**config.mk**
```make
export PLATFORM = sky130hd
export DESIGN_NAME = chunked_body_decoder_unit
export DESIGN_NICKNAME = d
export VERILOG_FILES = /design/src/rtl/cbd_pkg.sv /design/src/rtl/cbd_cfg_regs.sv /design/src/rtl/cbd_core.sv /design/src/rtl/chunked_body_decoder_unit.sv
export VERILOG_INCLUDE_DIRS = /design/src /design/src/rtl
export SDC_FILE = /design/constraint.sdc
export NUM_CORES = 1
export LEC_CHECK = 0
export BUFFER_PORTS_ARGS = -buffer_cell sky130_fd_sc_hd__buf_2
export CAP_MARGIN = 20
export CELL_PAD_IN_SITES_DETAIL_PLACEMENT = 0
export CELL_PAD_IN_SITES_GLOBAL_PLACEMENT = 1
export CORE_ASPECT_RATIO = 0.5
export CORE_MARGIN = 2
export CORE_UTILIZATION = 51
export CTS_CLUSTER_DIAMETER = 200
export DETAILED_ROUTE_END_ITERATION = 16
export MAX_ROUTING_LAYER = met4
export PLACE_DENSITY = 0.88
export SYNTH_ARGS = -nofsm -noshare
export SYNTH_HDL_FRONTEND = slang
export SYNTH_SLANG_ARGS = --single-unit
```
**constraint.sdc**
```tcl
create_clock -name clk -period 13.8 [get_ports clk]
set_input_delay 0.69 -clock clk [delete_from_list [all_inputs] [get_ports clk]]
set_output_delay 0.69 -clock clk [all_outputs]
set_load 0.03 [all_outputs]
```
**src/rtl/chunked_body_decoder_unit_defines.svh**
```systemverilog
// ----------------------------------------------------------------------------
// Chunked body decoder - assertion macros
// Shared property wrappers for the decoder modules; clocked on clk and
// disabled while arst_n is low.
// ----------------------------------------------------------------------------
`ifndef CHUNKED_BODY_DECODER_UNIT_DEFINES_SVH
`define CHUNKED_BODY_DECODER_UNIT_DEFINES_SVH

// Same-cycle implication
`define CBD_ASSERT_NOW(label, ante, cons, msg) \
	label: assert property (@(posedge clk) disable iff (!arst_n) (ante) |-> (cons)) \
		else $error(msg);

// Next-cycle implication
`define CBD_ASSERT_NEXT(label, ante, cons, msg) \
	label: assert property (@(posedge clk) disable iff (!arst_n) (ante) |=> (cons)) \
		else $error(msg);

`endif

```
**src/rtl/cbd_pkg.sv**
```systemverilog
// ----------------------------------------------------------------------------
// Chunked body decoder - package
// Item types, register indexes, character codes and the hex digit decoder.
// ----------------------------------------------------------------------------
package cbd_pkg;

	localparam int SIZE_BITS_DEF = 32;
	localparam int SUM_W         = 32;
	localparam int CFG_IDX_W     = 2;
	localparam int CFG_DATA_W    = 32;

	localparam logic [7:0] CHAR_CR = 8'h0D;
	localparam logic [7:0] CHAR_LF = 8'h0A;

	typedef enum logic [CFG_IDX_W-1:0] {
		CFG_CHUNKED_MODE      = 2'd0,
		CFG_BODY_LENGTH_LIMIT = 2'd1
	} cfg_idx_t;

	typedef struct packed {
		logic             chunked_mode;
		logic [SUM_W-1:0] body_length_limit;
	} cfg_t;

	typedef struct packed {
		logic [7:0] data_byte;
		logic       start_body;
	} in_item_t;

	typedef struct packed {
		logic [7:0]       payload_byte;
		logic             payload_valid;
		logic             consumed;
		logic             body_done;
		logic             framing_error;
		logic [SUM_W-1:0] total_length;
	} out_item_t;

	typedef struct packed {
		logic       ok;
		logic [3:0] val;
	} hex_t;

	// Letters A-F and a-f both carry value low nibble plus nine
	function automatic hex_t hex_decode(input logic [7:0] c);
		hex_t h;
		h.ok  = 1'b0;
		h.val = c[3:0];
		if (c inside {[8'h30:8'h39]}) begin
			h.ok = 1'b1;
		end else if (c inside {[8'h41:8'h46], [8'h61:8'h66]}) begin
			h.ok  = 1'b1;
			h.val = c[3:0] + 4'd9;
		end
		return h;
	endfunction

endpackage

```
**src/rtl/cbd_cfg_regs.sv**
```systemverilog
// ----------------------------------------------------------------------------
// Chunked body decoder - configuration registers
// Holds the mode select and the fixed body length.
// ----------------------------------------------------------------------------
module cbd_cfg_regs
	import cbd_pkg::*;
(
	input  logic                  clk,
	input  logic                  arst_n,
	input  logic                  wr_en,
	input  logic [CFG_IDX_W-1:0]  wr_index,
	input  logic [CFG_DATA_W-1:0] wr_data,
	output cfg_t                  cfg
);

	cfg_t cfg_q;

	always_ff @(posedge clk or negedge arst_n) begin
		if (!arst_n) begin
			cfg_q <= '0;
		end else if (wr_en) begin
			case (wr_index)
				CFG_CHUNKED_MODE:      cfg_q.chunked_mode <= wr_data[0];
				CFG_BODY_LENGTH_LIMIT: cfg_q.body_length_limit <= wr_data[SUM_W-1:0];
				default: ; // drop writes to unused indexes
			endcase
		end
	end

	assign cfg = cfg_q;

endmodule

```
**src/rtl/cbd_core.sv**
```systemverilog
// ----------------------------------------------------------------------------
// Chunked body decoder - decode core
// Framing state and the per-byte next-state logic; state moves on advance.
// ----------------------------------------------------------------------------
`include "chunked_body_decoder_unit_defines.svh"

module cbd_core
	import cbd_pkg::*;
#(
	parameter int SIZE_BITS = SIZE_BITS_DEF
) (
	input  logic      clk,
	input  logic      arst_n,
	input  cfg_t      cfg,
	input  in_item_t  item,
	input  logic      advance,
	output out_item_t result
);

	localparam int ACC_W = ((SIZE_BITS > SUM_W) ? SIZE_BITS : SUM_W) + 1;

	logic                 size_known_q, saw_cr_q, done_q, error_q;
	logic [SIZE_BITS-1:0] chunk_size_q, bytes_left_q;
	logic [SUM_W-1:0]     length_sum_q;

	logic                 cur_size_known, cur_saw_cr, cur_done, cur_err;
	logic [SIZE_BITS-1:0] cur_chunk, cur_left;
	logic [SUM_W-1:0]     cur_sum;

	logic                 nxt_size_known, nxt_saw_cr, nxt_done, nxt_err;
	logic [SIZE_BITS-1:0] nxt_chunk, nxt_left;
	logic [SUM_W-1:0]     nxt_sum;

	logic                 pay, took;
	logic [7:0]           c;
	hex_t                 hexd;
	logic [ACC_W-1:0]     acc;
	logic [SUM_W-1:0]     sum_sat;
	logic [SUM_W-1:0]     sum_inc;

	assign c = item.data_byte;
	assign hexd = hex_decode(c);

	// A new body starts from cleared state before this byte is looked at
	always_comb begin
		cur_size_known = item.start_body ? 1'b0 : size_known_q;
		cur_saw_cr     = item.start_body ? 1'b0 : saw_cr_q;
		cur_done       = item.start_body ? 1'b0 : done_q;
		cur_err        = item.start_body ? 1'b0 : error_q;
		cur_chunk      = item.start_body ? '0 : chunk_size_q;
		cur_left       = item.start_body ? '0 : bytes_left_q;
		cur_sum        = item.start_body ? '0 : length_sum_q;
	end

	assign acc     = ACC_W'(cur_chunk) + ACC_W'(cur_sum);
	assign sum_sat = (acc[ACC_W-1:SUM_W] != '0) ? '1 : acc[SUM_W-1:0];
	assign sum_inc = cur_sum + SUM_W'(1);

	always_comb begin
		nxt_size_known = cur_size_known;
		nxt_saw_cr     = cur_saw_cr;
		nxt_done       = cur_done;
		nxt_err        = cur_err;
		nxt_chunk      = cur_chunk;
		nxt_left       = cur_left;
		nxt_sum        = cur_sum;
		pay            = 1'b0;
		took           = 1'b0;
		if (cur_done || cur_err) begin
			// hold: nothing is taken once the body is over
		end else if (cfg.chunked_mode) begin
			if (!cur_size_known) begin
				if (c == CHAR_LF) begin
					nxt_size_known = 1'b1;
					nxt_saw_cr     = 1'b0;
					nxt_sum        = sum_sat;
					nxt_left       = cur_chunk;
					nxt_done       = (cur_chunk == '0);
					took           = 1'b1;
				end else if (c == CHAR_CR && !cur_saw_cr) begin
					nxt_saw_cr = 1'b1;
					took       = 1'b1;
				end else if (hexd.ok && !cur_saw_cr) begin
					// a digit with the top nibble in use would overflow the size
					if (cur_chunk[SIZE_BITS-1 -: 4] != 4'd0) begin
						nxt_err = 1'b1;
					end else begin
						nxt_chunk = {cur_chunk[SIZE_BITS-5:0], hexd.val};
						took      = 1'b1;
					end
				end else begin
					nxt_err = 1'b1;
				end
			end else if (cur_left != '0) begin
				nxt_left = cur_left - SIZE_BITS'(1);
				pay      = 1'b1;
				took     = 1'b1;
			end else if (c == CHAR_CR && !cur_saw_cr) begin
				nxt_saw_cr = 1'b1;
				took       = 1'b1;
			end else if (c == CHAR_LF) begin
				nxt_saw_cr     = 1'b0;
				nxt_size_known = 1'b0;
				nxt_chunk      = '0;
				took           = 1'b1;
			end else begin
				nxt_err = 1'b1;
			end
		end else begin
			if (cur_sum >= cfg.body_length_limit) begin
				nxt_done = 1'b1;
			end else begin
				nxt_sum  = sum_inc;
				pay      = 1'b1;
				took     = 1'b1;
				nxt_done = (sum_inc == cfg.body_length_limit);
			end
		end
	end

	always_ff @(posedge clk or negedge arst_n) begin
		if (!arst_n) begin
			size_known_q <= 1'b0;
			saw_cr_q     <= 1'b0;
			done_q       <= 1'b0;
			error_q      <= 1'b0;
			chunk_size_q <= '0;
			bytes_left_q <= '0;
			length_sum_q <= '0;
		end else if (advance) begin
			size_known_q <= nxt_size_known;
			saw_cr_q     <= nxt_saw_cr;
			done_q       <= nxt_done;
			error_q      <= nxt_err;
			chunk_size_q <= nxt_chunk;
			bytes_left_q <= nxt_left;
			length_sum_q <= nxt_sum;
		end
	end

	always_comb begin
		result.payload_byte  = pay ? c : 8'd0;
		result.payload_valid = pay;
		result.consumed      = took;
		result.body_done     = nxt_done;
		result.framing_error = nxt_err;
		result.total_length  = nxt_sum;
	end

	`CBD_ASSERT_NEXT(a_error_sticky, error_q && !(advance && item.start_body),
		error_q, "framing error cleared without a new body")
	`CBD_ASSERT_NEXT(a_done_sticky, done_q && !(advance && item.start_body),
		done_q, "body done cleared without a new body")
	`CBD_ASSERT_NOW(a_idle_after_end, advance && (done_q || error_q) && !item.start_body,
		!result.consumed, "byte consumed after the body ended")

endmodule

```
**src/rtl/chunked_body_decoder_unit.sv**
```systemverilog
// A byte waits in the input register; once it advances, its result is
// registered and offered. One byte per cycle while no stall backs up results.
// Input register and result register give one item of slack under a stall.
// Reset (arst_n low, asynchronous): configuration, framing state and both
// registers' valid flags clear; bytes can be taken as soon as it is released.
// ----------------------------------------------------------------------------
// Chunked body decoder - top level
// HTTP body byte decoder for chunked and fixed-length transfer.
// ----------------------------------------------------------------------------
`include "chunked_body_decoder_unit_defines.svh"

module chunked_body_decoder_unit
	import cbd_pkg::*;
#(
	parameter int SIZE_BITS = SIZE_BITS_DEF
) (
	input  logic                  clk,
	input  logic                  arst_n,
	input  logic                  cfg_valid,
	output logic                  cfg_ready,
	input  logic [CFG_IDX_W-1:0]  cfg_index,
	input  logic [CFG_DATA_W-1:0] cfg_data,
	input  logic                  byte_valid,
	output logic                  byte_stall,
	input  in_item_t              byte_item,
	output logic                  res_valid,
	input  logic                  res_stall,
	output out_item_t             res_item
);

	cfg_t      cfg;
	in_item_t  item_s1;
	logic      valid_s1;
	out_item_t res_next;
	out_item_t res_q;
	logic      res_valid_q;
	logic      advance;
	logic      take_in;

	assign cfg_ready = 1'b1;

	cbd_cfg_regs u_cfg (
		.clk      (clk),
		.arst_n   (arst_n),
		.wr_en    (cfg_valid && cfg_ready),
		.wr_index (cfg_index),
		.wr_data  (cfg_data),
		.cfg      (cfg)
	);

	// advance the held byte when the result register is free or draining
	assign advance    = valid_s1 && (!res_valid_q || !res_stall);
	assign byte_stall = valid_s1 && !advance;
	assign take_in    = byte_valid && !byte_stall;

	always_ff @(posedge clk or negedge arst_n) begin
		if (!arst_n) begin
			valid_s1 <= 1'b0;
		end else if (take_in || advance) begin
			valid_s1 <= take_in;
		end
	end

	always_ff @(posedge clk) begin
		if (take_in) begin
			item_s1 <= byte_item;
		end
	end

	cbd_core #(
		.SIZE_BITS (SIZE_BITS)
	) u_core (
		.clk     (clk),
		.arst_n  (arst_n),
		.cfg     (cfg),
		.item    (item_s1),
		.advance (advance),
		.result  (res_next)
	);

	always_ff @(posedge clk or negedge arst_n) begin
		if (!arst_n) begin
			res_valid_q <= 1'b0;
		end else if (advance) begin
			res_valid_q <= 1'b1;
		end else if (!res_stall) begin
			res_valid_q <= 1'b0;
		end
	end

	always_ff @(posedge clk) begin
		if (advance) begin
			res_q <= res_next;
		end
	end

	assign res_valid = res_valid_q;
	assign res_item  = res_q;

	`CBD_ASSERT_NOW(a_payload_consumed, res_valid_q && res_q.payload_valid,
		res_q.consumed, "payload item not marked consumed")
	`CBD_ASSERT_NOW(a_payload_no_error, res_valid_q && res_q.payload_valid,
		!res_q.framing_error, "payload item carries framing error")
	`CBD_ASSERT_NEXT(a_hold_s1, valid_s1 && !advance,
		valid_s1 && $stable(item_s1), "held input byte lost")

endmodule

```
=== Word-level counts from Yosys, hierarchy flattened ===
Cells that the tools add are included.
Widths: inputs -> output; s select.

* Memories: 0
* RAM bits: 0
* Input bits: 48
* Bits in read-only memories: 0
* Logic and storage cells: 134
* Output and inout bits: 47
* Bits in latches: 0
* Bits in registers: 188

* Add/subtract/negate cells: 4
* Muxes and demuxes: 76
* Equality and inequality tests: 5
* Div/mod/pow operators: 0
* Shifts and indexed selects: 0
* Bitwise operators: 0
* Reductions and logical operators: 23
* Multipliers: 0
* $lt $le $gt $ge: 7

{| class="wikitable"
|+ Operator list
! cell !! number
|-
| $mux 32 || 24
|-
| $mux 1 || 50
|-
| $add 32x32->33 || 1
|-
| $add 32x1->32 const B || 1
|-
| $eq 32x32->1 || 1
|-
| $ge 32x32->1 || 1
|-
| $logic_not 32->1 || 1
|-
| $reduce_bool 32->1 || 1
|-
| $sub 32x1->32 const B || 1
|-
| $eq 8x4->1 const B || 2
|-
| $ge 8x7->1 const B || 2
|-
| $le 8x7->1 const B || 2
|-
| $ge 8x6->1 const B || 1
|-
| $le 8x6->1 const B || 1
|-
| $logic_and 1x1->1 || 8
|-
| $logic_not 1->1 || 5
|-
| $mux 5 || 1
|-
| $add 4x4->4 const B || 1
|-
| $mux 4 || 1
|-
| $reduce_and 2->1 || 2
|-
| $reduce_bool 4->1 || 1
|-
| $logic_or 1x1->1 || 3
|-
| $eq 2x1->1 const B || 1
|-
| $logic_not 2->1 || 1
|-
| other kinds (2) || 2
|}

=== Longest topological paths before layout ===
* Depth in word-level cells: 12
* Mapped depth: 26
* Depth with buffers taken out: 14

=== Modules after synthesis ===
From an unflattened synthesis, not the netlist that was laid out.

* Cells, all modules: 1943
* Area, all modules: 15618.7 µm²

{| class="wikitable"
|+ By module, submodules not included
! module !! cells an instance !! times used !! area an instance (µm²) !! sequential area each (µm²)
|-
| cbd_core || 1809 || 1 || 12552.0 || 2502.4
|-
| chunked_body_decoder_unit || 63 || 1 || 1695.4 || 1641.6
|-
| cbd_cfg_regs || 71 || 1 || 1371.3 || 825.8
|}

=== Least setup slack after synthesis ===
OpenSTA, ideal clock, no wires.

* Path kind: register to register
* Start point: register item_s1[0] in the netlist's numbering
* End point: register res_q, in the netlist res_item[22] (data pin)
* Stages on the path, launching flop included: 26
* Arrival time: 4.796 ns
* Slack: 8.733 ns
* Required time: 13.530 ns
* Clock period less this slack: 5.067 ns
* Setup time: 0.270 ns
* Cell sequence: edfxtp_1 buf_6 buf_6 buf_6 buf_6 buf_6 buf_4 buf_4 buf_2 buf_2 buf_1 clkbuf_1 clkbuf_1 nor2b_1 ha_1 a21oi_1 nand2_1 a21o_1 o41ai_1 o31a_1 o21a_1 buf_2 nand2_1 o221ai_1 o31a_1 a21oi_1

{| class="wikitable"
|+ RTL lines
! item !! RTL line !! text
|-
| from (decl) || chunked_body_decoder_unit.sv:32 || <nowiki>in_item_t item_s1;</nowiki>
|-
| from (signal assigned) || chunked_body_decoder_unit.sv:66 || <nowiki>item_s1 <= byte_item;</nowiki>
|-
| to (signal assigned) || chunked_body_decoder_unit.sv:93 || <nowiki>res_q <= res_next;</nowiki>
|-
| to (decl) || chunked_body_decoder_unit.sv:35 || <nowiki>out_item_t res_q;</nowiki>
|}

==> impl_metrics.csv <==
group,metric,value,unit
logic_synthesis,seq_area_frac_synth,33.9,%
critical_path,reg2regPathDepth,15,
sta,achievable-frequency,185,MHz
logic_synthesis,ys_types,102,
sta,slew_violations,0,
pwr,power.share.clock,24.9,%
sta,grt_setup_unrepaired,"false",
critical_path,crit_chain,"buf_4 -> clkinv_2 -> buf_4 -> nand2_1 -> inv_1 -> ha_1 -> a21oi_1 -> nand2_1 -> a21o_1 -> o41ai_1 -> o31a_1 -> o21a_1 -> nand2_1 -> o221ai_1 -> nand3_1",
route,drt_wl_total,53400,um
route,drt_iter0_drc,1906,
sta,timing.final.crit_share,39.2,%
global_route,first_global_vias,12900,
route,ant_nets,0,
logic_synthesis,synth_ff_type,"dfrtp_1",
logic_synthesis,synth_edf_count,53,
critical_path,end_kind,"register",
sta,setup_tns,0,ps
sta,worst_slew_pin_slew,1210,ps
pwr,intPower,1.20,mW
logic_synthesis,synth_nets,1828,
critical_path,worst_r2r_endpoint,"res_item[24]$_DFFE_PP_",
route,drc,0,
critical_path,rrSetupSlack,8390,ps
cts,cts_hold_buf,0,
cts,htree_levels,4,
critical_path,crit_top_cell,"nand2_1",
cts,path_clk_slew,80,ps
floorplan,coreArea,0.0280,mm^2
pwr,static-leakage-power,6.48,nW
logic_synthesis,synthArstFlopShare,71.8,%
sta,fin_skew,12.4,ps
layout,area_delta_synth_final,8.14,%
floorplan,fp.dieH,124,um
logic_synthesis,synth_most_common_cell,"nand2_1",
cts,root_buffer,"clkbuf_16",
floorplan,fp.dieW,244,um
logic_synthesis,synth-xor-area-share,6.27,%
critical_path,startpoint,"item_s1[0]$_DFFE_PP_",
floorplan,ios,95,
sta,fin_crit,5410,ps
pwr,p_seq_share,38.5,%
critical_path,crit_end,"res_item[24]$_DFFE_PP_",
route,vias,14300,
floorplan,start_util,52.4,%
cts,cts_buffer_depth,2,
logic_synthesis,netlist.area_leader.share,23.0,%
logic_synthesis,synth_compound_area_share,23.8,%
pwr,switching_share,42.5,%
global_route,grt_max_degree,70,
logic_synthesis,synthTopCellsByArea,"dfrtp_1, edfxtp_1, nand2_1",
critical_path,cpPeakStageDelay,550,ps
critical_path,path_max_fanout,40,
floorplan,num_rows,43,
worst_hold_path,hp-class,"input pin to async pin",
place,placed_area,0.0153,mm^2
route,via_per_inst,6.65,
run_status,outcome,"finished clean",
global_route,grt_pass1_wl,80400,um
critical_path,cp.arrival,5620,ps
logic_synthesis,yosys_register_bits,188,
flow_run,max_cap_violations,0,
logic_synthesis,synth_area_per_cell,8.39,um^2
layout,drive_above_1_share,13.9,%
logic_synthesis,synthAdderAreaFrac,3.95,%
logic_synthesis,ys_warn_count,0,
critical_path,reg2reg_from,"item_s1[0]$_DFFE_PP_",
sta,finalSetupViolations,0,
pwr,total_power,2.08,mW
place,gp_congestion,0.963,
critical_path,crit_path_top_delay_cell,"o41ai_1",
critical_path,critPathKind,"register to register",
pwr,power_density,131,mW/mm^2
cts,cts_setup_buffers,0,
logic_synthesis,yosys-top-cells-count,"nand2_1, nor2_1, dfrtp_1",
pwr,power_switching,0.886,mW
logic_synthesis,yosys.area_share.simple,21.7,%
layout,final_nets,1839,
route,wire_per_inst,24.8,um
logic_synthesis,syn_inst,1747,
layout,final_area,0.0159,mm^2
place,hpwl,38600,um
route,dr.pass1.iters,8,
cts,numCtsBuffers,17,
global_route,grt_usage,36.6,%
cts,tritoncts,"yes",
sta,relSlewSlack,18.8,%
sta,timing_hold_violations_final,0,
cts,cts_sinks,188,
place,port_buffers,93,
global_route,grt_antenna_before_repair,0,
logic_synthesis,synth_top_family_by_area,"compound AO/OA/AOI/OAI gates",
pwr,combPwrFrac,36.6,%
place,place_inst,2120,
layout,final_cells,2153,
critical_path,crit_required,14000,ps
logic_synthesis,netlist_area,0.0147,mm^2
layout,antenna_cells,0,
floorplan,dieArea,0.0302,mm^2
logic_synthesis,muxShareOfSynthArea,4.67,%
critical_path,cp-start-kind,"register",
pwr,ir_worst_vdd,102,uV
cts,postCtsResizedCells,0,
cts,insertion_delay,470,ps
logic_synthesis,synth_top_cell_by_area,"dfrtp_1",
global_route,overflow,0,
power by group through the flow:
stage | registers [mW] | logic [mW] | clock network, mW
2_1_floorplan | 0.762 | 0.528 | 0
3_3_place_gp | 0.801 | 0.726 | 0
3_5_place_dp | 0.804 | 0.735 | 0
4_1_cts | 0.793 | 0.740 | 0.524
5_1_grt | 0.811 | 0.819 | 0.546
6_report | 0.803 | 0.761 | 0.518
metrics by stage:
stage                     worst slack [ps]  hold WS, ps  util [%]
after floorplan                       8730          394         -
after global placement                8780          457      54.5
after detailed placement              8610          459      54.5
after CTS                             8590          266      56.7
after global routing                  8180          291      56.7
final                                 8390          238      56.7
per-layer routing:
layer,part of all wire [%],routed length [um],vias up,global-route usage [%]
met3,13,7130,66,11.5
li1,-,-,6462,-
met4,1.4,768,0,8.08
met1,46,24700,6912,54.4
met5,0,0,-,-
met2,39,20900,881,47.6
layout make-up:
| cell class | instances | area (um^2) |
|---|---|---|
| inverters | 55 | 208 |
| fillers | 2554 | 12100 |
| well taps | 382 | 478 |
| flip-flops and latches | 188 | 4970 |
| clock buffers | 18 | 429 |
| multi-input cells | 1368 | 8870 |
| repair buffers | 128 | 734 |
| clock inverters | 14 | 163 |
state kept, by name, summed over array words and instances (netlist names):
signal               cells
item_s1                  9
res_item                44
res_valid                1
u_cfg.cfg               33
u_core.bytes_left_q     32
u_core.chunk_size_q     32
u_core.done_q            1
u_core.error_q           1
u_core.length_sum_q     32
u_core.saw_cr_q          1
u_core.size_known_q      1
valid_s1                 1
how the worst min path moves through the flow:
stage	start	end	slack, ps	cells after the start
4_1_cts	arst_n	u_core.bytes_left_q[29]$_DFFE_PN0P_	270	1
6_report	arst_n	u_core.bytes_left_q[29]$_DFFE_PN0P_	240	1
2_1_floorplan	arst_n	res_valid$_DFFE_PN0P_	390	0
3_3_place_gp	u_core.length_sum_q[31]$_DFFE_PN0P_	u_core.length_sum_q[31]$_DFFE_PN0P_	460	2
5_1_grt	arst_n	u_core.bytes_left_q[28]$_DFFE_PN0P_	290	1
3_5_place_dp	u_core.length_sum_q[31]$_DFFE_PN0P_	u_core.length_sum_q[31]$_DFFE_PN0P_	460	2
cell usage in the layout, fill, tap and decap left out, types with 21 or more instances in the layout:
cell and count:
o22ai_1 21, nor3_1 43, buf_2 92, a21o_1 23, a22o_1 35, a31oi_1 37
inv_1 51, xor2_1 29, o31ai_1 22, nand2_1 187, nor2_1 150, ha_1 33
edfxtp_1 53, dfrtp_1 134, nor2b_1 43, nand3_1 44, a21oi_1 97, nor4_1 31
mux2_2 43, buf_4 35, o21ai_0 113, xnor2_1 76, o211ai_1 25
critical path, delay by kind of cell (launching register included):
family	cells	cell delay [ps]
DFF	1	330
adders and majority gates	1	390
buffers and inverters	4	1450
and+or+nand+nor	4	760
AOI/OAI and AO/OA	6	2200
cell families (layout without fill, tap and decap cells):
logic type / after synthesis / count (layout)
AO/OA/AOI/OAI: 515 / 515
XOR/XNOR: 105 / 105
adder cells (fa/ha/maj): 49 / 49
buffers and inverters: 191 / 215
flip-flops: 188 / 188
multiplexers: 63 / 63
other: 1 / 1
AND/OR/NAND/NOR: 635 / 635
(Power assumes the default switching activity.)
